$ cat src/sv/bvi_pkg.sv
`default_nettype none
package bvi_pkg;

  localparam int FACTOR_FRAC_BITS_DEF = 28;

  localparam int WORD_W = 32;
  localparam int DIFF_W = 10;
  localparam int PROD_W = DIFF_W + WORD_W;
  localparam int FULL_W = PROD_W + WORD_W;
  localparam int STEP_W = 6;

  // step counts for the shared unit
  localparam logic [STEP_W-1:0] SHORT_STEPS = STEP_W'(DIFF_W);
  localparam logic [STEP_W-1:0] WORD_STEPS  = STEP_W'(WORD_W);

  typedef enum logic {
    OP_MUL,
    OP_DIV
  } unit_op_t;

  typedef struct packed {
    logic                  start;
    unit_op_t              op;
    logic [STEP_W-1:0]     steps;
  } unit_cmd_t;

  typedef struct packed {
    logic busy;
    logic done;
  } unit_stat_t;

endpackage
`default_nettype wire

$ cat src/sv/bvi_muldiv.sv
`default_nettype none
module bvi_muldiv (
  input  wire                                clk,
  input  wire                                rst,
  input  bvi_pkg::unit_cmd_t                 cmd,
  input  wire        [bvi_pkg::PROD_W-1:0]   op_a,
  input  wire        [bvi_pkg::WORD_W-1:0]   op_b,
  output bvi_pkg::unit_stat_t                stat,
  output logic       [bvi_pkg::FULL_W-1:0]   result
);
  import bvi_pkg::*;

  logic              busy;
  logic              done;
  unit_op_t          op;
  logic [STEP_W-1:0] cnt;
  logic [STEP_W-1:0] last;
  logic [FULL_W-1:0] acc;
  logic [FULL_W-1:0] mcand;
  logic [WORD_W-1:0] mplier;
  logic [WORD_W-1:0] divisor;

  logic [WORD_W:0]   rem_shift;
  logic [WORD_W:0]   rem_sub;
  logic              fits;
  logic [FULL_W-1:0] acc_next;

  // one restoring division step: remainder in acc[63:32], quotient shifts in at the bottom
  always_comb begin
    rem_shift = {acc[2*WORD_W-1:WORD_W], acc[WORD_W-1]};
    rem_sub   = rem_shift - {1'b0, divisor};
    fits      = rem_shift >= {1'b0, divisor};
    unique case (op)
      OP_MUL: acc_next = acc + (mplier[0] ? mcand : '0);
      OP_DIV: acc_next = {{(FULL_W-2*WORD_W){1'b0}},
                          (fits ? rem_sub[WORD_W-1:0] : rem_shift[WORD_W-1:0]),
                          acc[WORD_W-2:0], fits};
      default: acc_next = acc;
    endcase
  end

  always_ff @(posedge clk) begin
    if (rst) begin
      busy <= 1'b0;
      done <= 1'b0;
    end else begin
      done <= 1'b0;
      if (cmd.start) begin
        busy <= 1'b1;
        op   <= cmd.op;
        cnt  <= '0;
        last <= cmd.steps - 1'b1;
        if (cmd.op == OP_MUL) begin
          acc    <= '0;
          mcand  <= {{WORD_W{1'b0}}, op_a};
          mplier <= op_b;
        end else begin
          acc     <= {{(FULL_W-WORD_W){1'b0}}, op_a[WORD_W-1:0]};
          divisor <= op_b;
        end
      end else if (busy) begin
        acc    <= acc_next;
        mcand  <= {mcand[FULL_W-2:0], 1'b0};
        mplier <= {1'b0, mplier[WORD_W-1:1]};
        cnt    <= cnt + 1'b1;
        if (cnt == last) begin
          busy <= 1'b0;
          done <= 1'b1;
        end
      end
    end
  end

  assign stat.busy = busy;
  assign stat.done = done;
  assign result    = acc;

endmodule
`default_nettype wire

$ cat src/sv/breath_volume_integrator.sv
`default_nettype none
// Breath volume integrator: takes one sensor tick per transaction and returns one result
// per tick. The breath and calibration multiplies and the calibration divide run on a
// single shift-add / restoring-divide unit, one bit per cycle; the average uses two small
// multipliers of its own. The shortest tick has no button held and lies outside the hold
// window; the longest holds breath with calibration ending in the same tick, and runs the
// 10-bit difference times elapsed time, the 32-bit scale by the calibration factor and
// the divide one after another. The calibration product never shares a tick with the
// divide. in_stall is high while a tick is being worked on; the finished result sits in
// an output register, so the next tick can be taken while it waits, and a result still
// waiting there holds the following tick in its last step. Configuration writes must be
// made only between ticks; the block itself does not enforce this. Writing the initial
// factor also loads the working factor.
module breath_volume_integrator #(
  parameter int FACTOR_FRAC_BITS = bvi_pkg::FACTOR_FRAC_BITS_DEF
) (
  input  wire         clk,
  input  wire         rst,
  input  wire         cfg_we,
  input  wire  [1:0]  cfg_index,
  input  wire  [31:0] cfg_data,
  input  wire         in_valid,
  output logic        in_stall,
  input  wire  [9:0]  adc_sample,
  input  wire  [9:0]  offset_sample,
  input  wire  [31:0] now_ms,
  input  wire         breath_pressed,
  input  wire         cal_pressed,
  output logic        out_valid,
  input  wire         out_stall,
  output logic [31:0] breath_volume,
  output logic        breath_end,
  output logic        cal_end,
  output logic [31:0] cal_factor,
  output logic [17:0] smoothed_level
);
  import bvi_pkg::*;

  localparam int SHIFT = FACTOR_FRAC_BITS - 16;

  localparam logic [1:0] REG_INIT_FACTOR = 2'd0;
  localparam logic [1:0] REG_CAL_REF     = 2'd1;
  localparam logic [1:0] REG_HOLD        = 2'd2;
  localparam logic [1:0] REG_AVG_GAIN    = 2'd3;

  localparam logic [31:0] MAX32         = '1;
  localparam logic [31:0] CAL_REF_RESET = 32'd1127428915;
  localparam logic [15:0] HOLD_RESET    = 16'd750;
  localparam logic [8:0]  EMA_RESET     = 9'd77;
  localparam logic [8:0]  EMA_FULL      = 9'd256;

  typedef enum logic [3:0] {
    S_IDLE,
    S_BREATH,
    S_BMUL1,
    S_BMUL2,
    S_CAL,
    S_CMUL,
    S_CDIV,
    S_CDIVW,
    S_EMA1,
    S_EMA2,
    S_OUT
  } state_t;

  function automatic logic [31:0] add_sat(input logic [31:0] x, input logic [31:0] y);
    logic [32:0] s;
    s = {1'b0, x} + {1'b0, y};
    return s[32] ? MAX32 : s[31:0];
  endfunction

  state_t state;

  // configuration
  logic [31:0] cal_reference;
  logic [15:0] hold_ms;
  logic [8:0]  avg_gain;

  // architectural state
  logic [31:0] volume_sum;
  logic [31:0] cal_sum;
  logic [31:0] factor;
  logic [9:0]  offset_level;
  logic [17:0] average;
  logic        prev_breath;
  logic        prev_cal;
  logic [31:0] breath_mark;
  logic [31:0] cal_mark;
  logic [31:0] last_stamp;

  // current tick
  logic [9:0]  cur_sample;
  logic [9:0]  cur_fresh;
  logic [31:0] cur_now;
  logic        cur_breath;
  logic        cur_cal;
  logic [31:0] elapsed;
  logic        b_end;
  logic        c_end;
  logic [26:0] ema_hist;

  // shared unit
  unit_cmd_t         cmd;
  logic [PROD_W-1:0] op_a;
  logic [WORD_W-1:0] op_b;
  unit_stat_t        unit_stat;
  logic [FULL_W-1:0] unit_result;

  bvi_muldiv u_muldiv (
    .clk    (clk),
    .rst    (rst),
    .cmd    (cmd),
    .op_a   (op_a),
    .op_b   (op_b),
    .stat   (unit_stat),
    .result (unit_result)
  );

  logic        press_edge;
  logic [9:0]  off_eff;
  logic [9:0]  diff;
  logic [31:0] hold_ext;
  logic [31:0] since_breath;
  logic [31:0] since_cal;
  logic [FULL_W-1:0] scaled;
  logic [31:0] scaled_sat;
  logic [31:0] prod_sat;
  logic [8:0]  w_eff;
  logic [8:0]  w_inv;
  logic [26:0] ema_new;
  logic [27:0] ema_sum;

  always_comb begin
    press_edge = (state == S_BREATH) ? (cur_breath && !prev_breath) : (cur_cal && !prev_cal);
    off_eff    = press_edge ? cur_fresh : offset_level;
    diff       = (cur_sample > off_eff) ? (cur_sample - off_eff) : (off_eff - cur_sample);
    hold_ext     = {16'b0, hold_ms};
    since_breath = cur_now - breath_mark;
    since_cal    = cur_now - cal_mark;
    scaled     = unit_result >> SHIFT;
    scaled_sat = (|scaled[FULL_W-1:WORD_W]) ? MAX32 : scaled[WORD_W-1:0];
    prod_sat   = (|unit_result[FULL_W-1:WORD_W]) ? MAX32 : unit_result[WORD_W-1:0];
    w_eff      = (avg_gain > EMA_FULL) ? EMA_FULL : avg_gain;
    w_inv      = EMA_FULL - w_eff;
    ema_new    = 27'(w_eff) * 27'({cur_sample, 8'h00});
    ema_sum    = {1'b0, ema_hist} + {1'b0, ema_new};
  end

  assign in_stall = (state != S_IDLE);

  always_ff @(posedge clk) begin
    if (rst) begin
      state              <= S_IDLE;
      out_valid          <= 1'b0;
      cmd                <= '0;
      cal_reference      <= CAL_REF_RESET;
      hold_ms            <= HOLD_RESET;
      avg_gain           <= EMA_RESET;
      volume_sum         <= '0;
      cal_sum            <= '0;
      factor             <= '0;
      offset_level       <= '0;
      average            <= '0;
      prev_breath        <= 1'b0;
      prev_cal           <= 1'b0;
      breath_mark        <= '0;
      cal_mark           <= '0;
      last_stamp         <= '0;
      b_end              <= 1'b0;
      c_end              <= 1'b0;
    end else begin
      if (out_valid && !out_stall && state != S_OUT) begin
        out_valid <= 1'b0;
      end

      if (cfg_we) begin
        unique case (cfg_index)
          REG_INIT_FACTOR: factor       <= cfg_data;
          REG_CAL_REF:    cal_reference <= cfg_data;
          REG_HOLD:       hold_ms       <= cfg_data[15:0];
          REG_AVG_GAIN:   avg_gain      <= cfg_data[8:0];
          default: ;
        endcase
      end

      unique case (state)
        S_IDLE: begin
          if (in_valid) begin
            cur_sample <= adc_sample;
            cur_fresh  <= offset_sample;
            cur_now    <= now_ms;
            cur_breath <= breath_pressed;
            cur_cal    <= cal_pressed;
            elapsed    <= now_ms - last_stamp;
            last_stamp <= now_ms;
            state      <= S_BREATH;
          end
        end
        S_BREATH: begin
          if (press_edge) begin
            volume_sum   <= '0;
            breath_mark  <= cur_now;
            offset_level <= cur_fresh;
          end
          b_end       <= !cur_breath && prev_breath && (since_breath > hold_ext);
          prev_breath <= cur_breath;
          if (cur_breath) begin
            cmd   <= '{start: 1'b1, op: OP_MUL, steps: SHORT_STEPS};
            op_a  <= {{DIFF_W{1'b0}}, elapsed};
            op_b  <= {{(WORD_W-DIFF_W){1'b0}}, diff};
            state <= S_BMUL1;
          end else begin
            state <= S_CAL;
          end
        end
        S_BMUL1: begin
          if (unit_stat.done) begin
            cmd   <= '{start: 1'b1, op: OP_MUL, steps: WORD_STEPS};
            op_a  <= unit_result[PROD_W-1:0];
            op_b  <= factor;
            state <= S_BMUL2;
          end else begin
            cmd.start <= 1'b0;
          end
        end
        S_BMUL2: begin
          cmd.start <= 1'b0;
          if (unit_stat.done) begin
            volume_sum <= add_sat(volume_sum, scaled_sat);
            state      <= S_CAL;
          end
        end
        S_CAL: begin
          if (press_edge) begin
            cal_sum      <= '0;
            cal_mark     <= cur_now;
            offset_level <= cur_fresh;
          end
          // cal_mark only moves on a press, so the old value serves both window tests
          c_end    <= !cur_cal && prev_cal && (since_cal > hold_ext);
          prev_cal <= cur_cal;
          if (cur_cal || (since_cal < hold_ext)) begin
            cmd   <= '{start: 1'b1, op: OP_MUL, steps: SHORT_STEPS};
            op_a  <= {{DIFF_W{1'b0}}, elapsed};
            op_b  <= {{(WORD_W-DIFF_W){1'b0}}, diff};
            state <= S_CMUL;
          end else begin
            state <= S_CDIV;
          end
        end
        S_CMUL: begin
          cmd.start <= 1'b0;
          if (unit_stat.done) begin
            cal_sum <= add_sat(cal_sum, prod_sat);
            state   <= S_CDIV;
          end
        end
        S_CDIV: begin
          priority if (!c_end) begin
            state <= S_EMA1;
          end else if (cal_sum == '0) begin
            factor <= MAX32;
            state  <= S_EMA1;
          end else begin
            cmd   <= '{start: 1'b1, op: OP_DIV, steps: WORD_STEPS};
            op_a  <= {{DIFF_W{1'b0}}, cal_reference};
            op_b  <= cal_sum;
            state <= S_CDIVW;
          end
        end
        S_CDIVW: begin
          cmd.start <= 1'b0;
          if (unit_stat.done) begin
            factor <= unit_result[WORD_W-1:0];
            state  <= S_EMA1;
          end
        end
        S_EMA1: begin
          ema_hist <= 27'(w_inv) * 27'(average);
          state    <= S_EMA2;
        end
        S_EMA2: begin
          average <= ema_sum[25:8];
          state   <= S_OUT;
        end
        S_OUT: begin
          // hold the result here until the output register is free
          if (!out_valid || !out_stall) begin
            breath_volume  <= volume_sum;
            breath_end     <= b_end;
            cal_end        <= c_end;
            cal_factor     <= factor;
            smoothed_level <= average;
            out_valid      <= 1'b1;
            state          <= S_IDLE;
          end
        end
        default: state <= S_IDLE;
      endcase
    end
  end

  a_accept_busy: assert property (@(posedge clk) disable iff (rst)
    (in_valid && !in_stall) |=> in_stall)
    else $error("block took a transaction without going busy");

  a_result_from_out: assert property (@(posedge clk) disable iff (rst)
    $rose(out_valid) |-> $past(state == S_OUT))
    else $error("result raised outside the output state");

  a_unit_idle: assert property (@(posedge clk) disable iff (rst)
    (state == S_IDLE) |-> !unit_stat.busy)
    else $error("shared unit still busy while sequencer idle");

  a_factor_source: assert property (@(posedge clk) disable iff (rst)
    !$stable(factor) |-> ($past(rst) || $past(cfg_we) || $past(state == S_CDIV) ||
                          $past(state == S_CDIVW)))
    else $error("calibration factor changed without a write or calibration end");

endmodule
`default_nettype wire

$ cat config.mk
export PLATFORM = sky130hd
export DESIGN_NAME = breath_volume_integrator
export DESIGN_NICKNAME = d
export VERILOG_FILES = /design/src/sv/bvi_pkg.sv /design/src/sv/bvi_muldiv.sv /design/src/sv/breath_volume_integrator.sv
export SDC_FILE = /design/constraint.sdc
export NUM_CORES = 2
export LEC_CHECK = 0
export ABC_AREA = 1
export BUFFER_PORTS_ARGS = -buffer_cell sky130_fd_sc_hd__buf_2
export CAP_MARGIN = 5
export CORE_MARGIN = 10
export CORE_UTILIZATION = 64
export DETAILED_ROUTE_END_ITERATION = 16
export HOLD_SLACK_MARGIN = 0.12
export PLACE_DENSITY = 0.86
export SLEW_MARGIN = 0
export SYNTH_ARGS = -nofsm -noshare
export SYNTH_HDL_FRONTEND = slang
export SYNTH_SLANG_ARGS = --single-unit
$ cat constraint.sdc
create_clock -name clk -period 10.1 [get_ports clk]
set_clock_uncertainty 0.1 [all_clocks]
set_input_delay 2.02 -clock clk [delete_from_list [all_inputs] [get_ports clk]]
set_output_delay 2.02 -clock clk [all_outputs]
set_load 0.02 [all_outputs]
==> impl_metrics.toml <==
[status]
outcome = "finished, final reports clean"

[placement]
dp_hpwl_um = 147000
numPortBuffers = 178
gp_congestion = 1.03
place_inst = 8572

[setup_path]
required_ns = 10.63
arrival_ns = 8.14
crit-reg2reg-launch = "avg_gain[0]"
crit_type = "flip-flop to flip-flop"
cp-start-kind = "flip-flop"
rrSetupSlack_ns = 2.49
crit_fanout = 27
crit_top_cell = "nand2_1"
reg2regPathDepth = 31
crit_path_end_kind = "flip-flop"
slowest_stage = "nor2_4"
critPathMaxStageDelay_ns = 0.62
timing.rr.end = "average[17]"

[global_routing]
grt_use_total_pct = 36.7
antenna_found_initial = 11
gr-usage-met3_pct = 7.22
gr-total-overflow = 0
grt_pass1_vias = 51400
use_met1_pct = 45.8
grt_pass1_wl_um = 292000
grtUsageMet2_pct = 57.7
grt_max_degree = 89
top_usage_layer = "met2"

[hold_path]
min_to = "cal_factor[19]"
hold_depth = 0
holdCritStartpoint = "factor[19]"
hp-class = "flip-flop to flip-flop"

[timing]
slew_headroom_pct = 20.2
tns_ns = 0
tightestPinTransition_ns = 1.20
timing.final.setup_violations = 0
hold_viol = 0
period_minus_slack_ns = 7.61
drv_slew = 0
min_period_over_period_pct = 75.3
fmax_ghz = 0.131
rsz0062_at_grt = "no"

[floorplan]
die_x_um = 318
core_um2 = 88100
start_util_pct = 64.4
rows = 109
die_height_um = 318
pin_count = 179
die_area_um2 = 101000

[synth]
avgSynthCellArea_um2 = 7.67
synth_cell_types = 63
syn-num-nets = 8069
ys_seq_area_share_pct = 35.9
syn_area_um2 = 56700
synth_edf_count = 483
yosys_most_used_dff = "edfxtp_1"
ys_ff_latch = 775
synthCells = 7389
yosysWarningCount = 0
synthArstFlopShare_pct = 0

[routing]
routed_wl_um = 192000
first_iter_violations = 5885
via_per_inst = 6.03
wl_per_cell_um = 21.9
drc = 0
firstDrtPassIters = 6
vias = 52600
postRouteAntennaNets = 0

[cts]
clk_latency_ns = 0.70
cts_max_level = 3
ctsResizeCount = 0
cts.clk_slew.worst_paths_ns = 0.06
cts_tree = "built"
cts_max_path_buffers = 3
postCtsSetupBuffers = 0
cts_buffers = 85
cts_hold_buf = 0
cts-root-buf = "clkbuf_16"
numClockSinks = 775

[run]
maxCapViolCount = 0

[cells_and_area]
final_cells = 8735
nNetsFinal = 8174
drive_gt1_share_pct = 6.36
area_growth_pct = 8.40
mostFrequentLayoutCell = "nand2_1"
most-common-layout-cells = "nand2_1, inv_1, a21oi_1"

[pwr]
ir_drop_mv = 0.526
p_leak_uw = 0.0290
power_density_nw_per_um2 = 247
-- cells in the mapped netlist (157+ instances only) --
| cell | number | area share, % |
|---|---|---|
| o21ai_0 | 552 | 4.9 |
| a21oi_1 | 686 | 6.1 |
| inv_1 | 1239 | 8.2 |
| xor2_1 | 157 | 2.4 |
| nand3_1 | 201 | 1.8 |
| nand2_1 | 1649 | 11 |
| nor2_1 | 641 | 4.2 |
| ha_1 | 410 | 9.0 |
| edfxtp_1 | 483 | 26 |
| dfxtp_1 | 292 | 10 |
| fa_1 | 177 | 6.3 |
| clkbuf_1 | 157 | 1.0 |
-- critical path: cells and delay by family (launching register included) --
kind	cells	cell delay [ns]
adders and majority gates	6	2.72
buffers and inverters	5	0.33
DFF	1	0.31
AOI/OAI and AO/OA	6	1.21
and+or+nand+nor	12	2.38
xor gates and xnor gates	2	0.51
-- power breakdown --
group	internal (uW)	switching, uW	total [uW]
clock	1810	1420	3230
sequential	4140	371	4510
combinational	2370	5080	7450
total	8310	6870	15200
-- routing by layer --
layer  wire length (um)  share of wire, %  up-vias
met5                 86             0.045        -
met4              14200               7.4       12
met3              19700                10      671
met2              85100                44     2925
met1              72500                38    24600
li1                   -                 -    24400
-- layout make-up --
| cell class | count | area (um^2) |
|---|---|---|
| multi-input combinational | 5157 | 30900 |
| fill | 7205 | 26600 |
| sequential | 775 | 20400 |
| inverter | 1261 | 4740 |
| clock buffer | 107 | 2310 |
| tap | 1165 | 1460 |
| timing repair buffer | 214 | 1160 |
| clock inverter | 53 | 539 |
| antenna | 3 | 7.51 |
-- cell families after synthesis --
logic type / synth area share (%)
muxes: 0.0353
and+or+nand+nor: 19.6
buffers and inverters: 9.79
adders and majority gates: 15.3
DFF: 35.9
xor gates and xnor gates: 3.61
AOI/OAI and AO/OA: 15.7
-- how the worst max path moves through the flow --
stage | startpoint | endpoint | slack [ns] | depth (start not counted)
detailed placement | avg_gain[0] | average[17] | 2.49 | 31
CTS | avg_gain[0] | average[17] | 2.49 | 31
floorplan | rst | breath_end | 1.21 | 3
finish | avg_gain[0] | average[17] | 2.49 | 31
global placement | avg_gain[0] | average[17] | 2.63 | 31
global route | avg_gain[0] | average[17] | 1.85 | 31
-- per-stage QoR --
stage	utilization, %	setup slack (ns)	area, um^2	hold slack (ns)	total power, uW
finish	69.8	2.49	61500	0.331	15200
global route	69.8	1.85	61500	0.333	16100
CTS	69.8	2.49	61500	0.330	15000
floorplan	-	1.21	56700	0.306	9550
detailed placement	66.5	2.49	58600	0.316	11700
global placement	66.5	2.63	58600	0.311	11500
-- sequential cells by signal, indices dropped and copies added (netlist names), 16 cells and up --
name,cells
u_muldiv.mcand,74
u_muldiv.result,74
op_a,42
breath_mark,32
breath_volume,32
cal_factor,32
cal_mark,32
cal_reference,32
cal_sum,32
cur_now,32
elapsed,32
factor,32
last_stamp,32
op_b,32
u_muldiv.divisor,32
u_muldiv.mplier,32
volume_sum,32
average,18
ema_hist,18
smoothed_level,18
hold_ms,16
No activity file was read; power rests on OpenSTA's default activity.
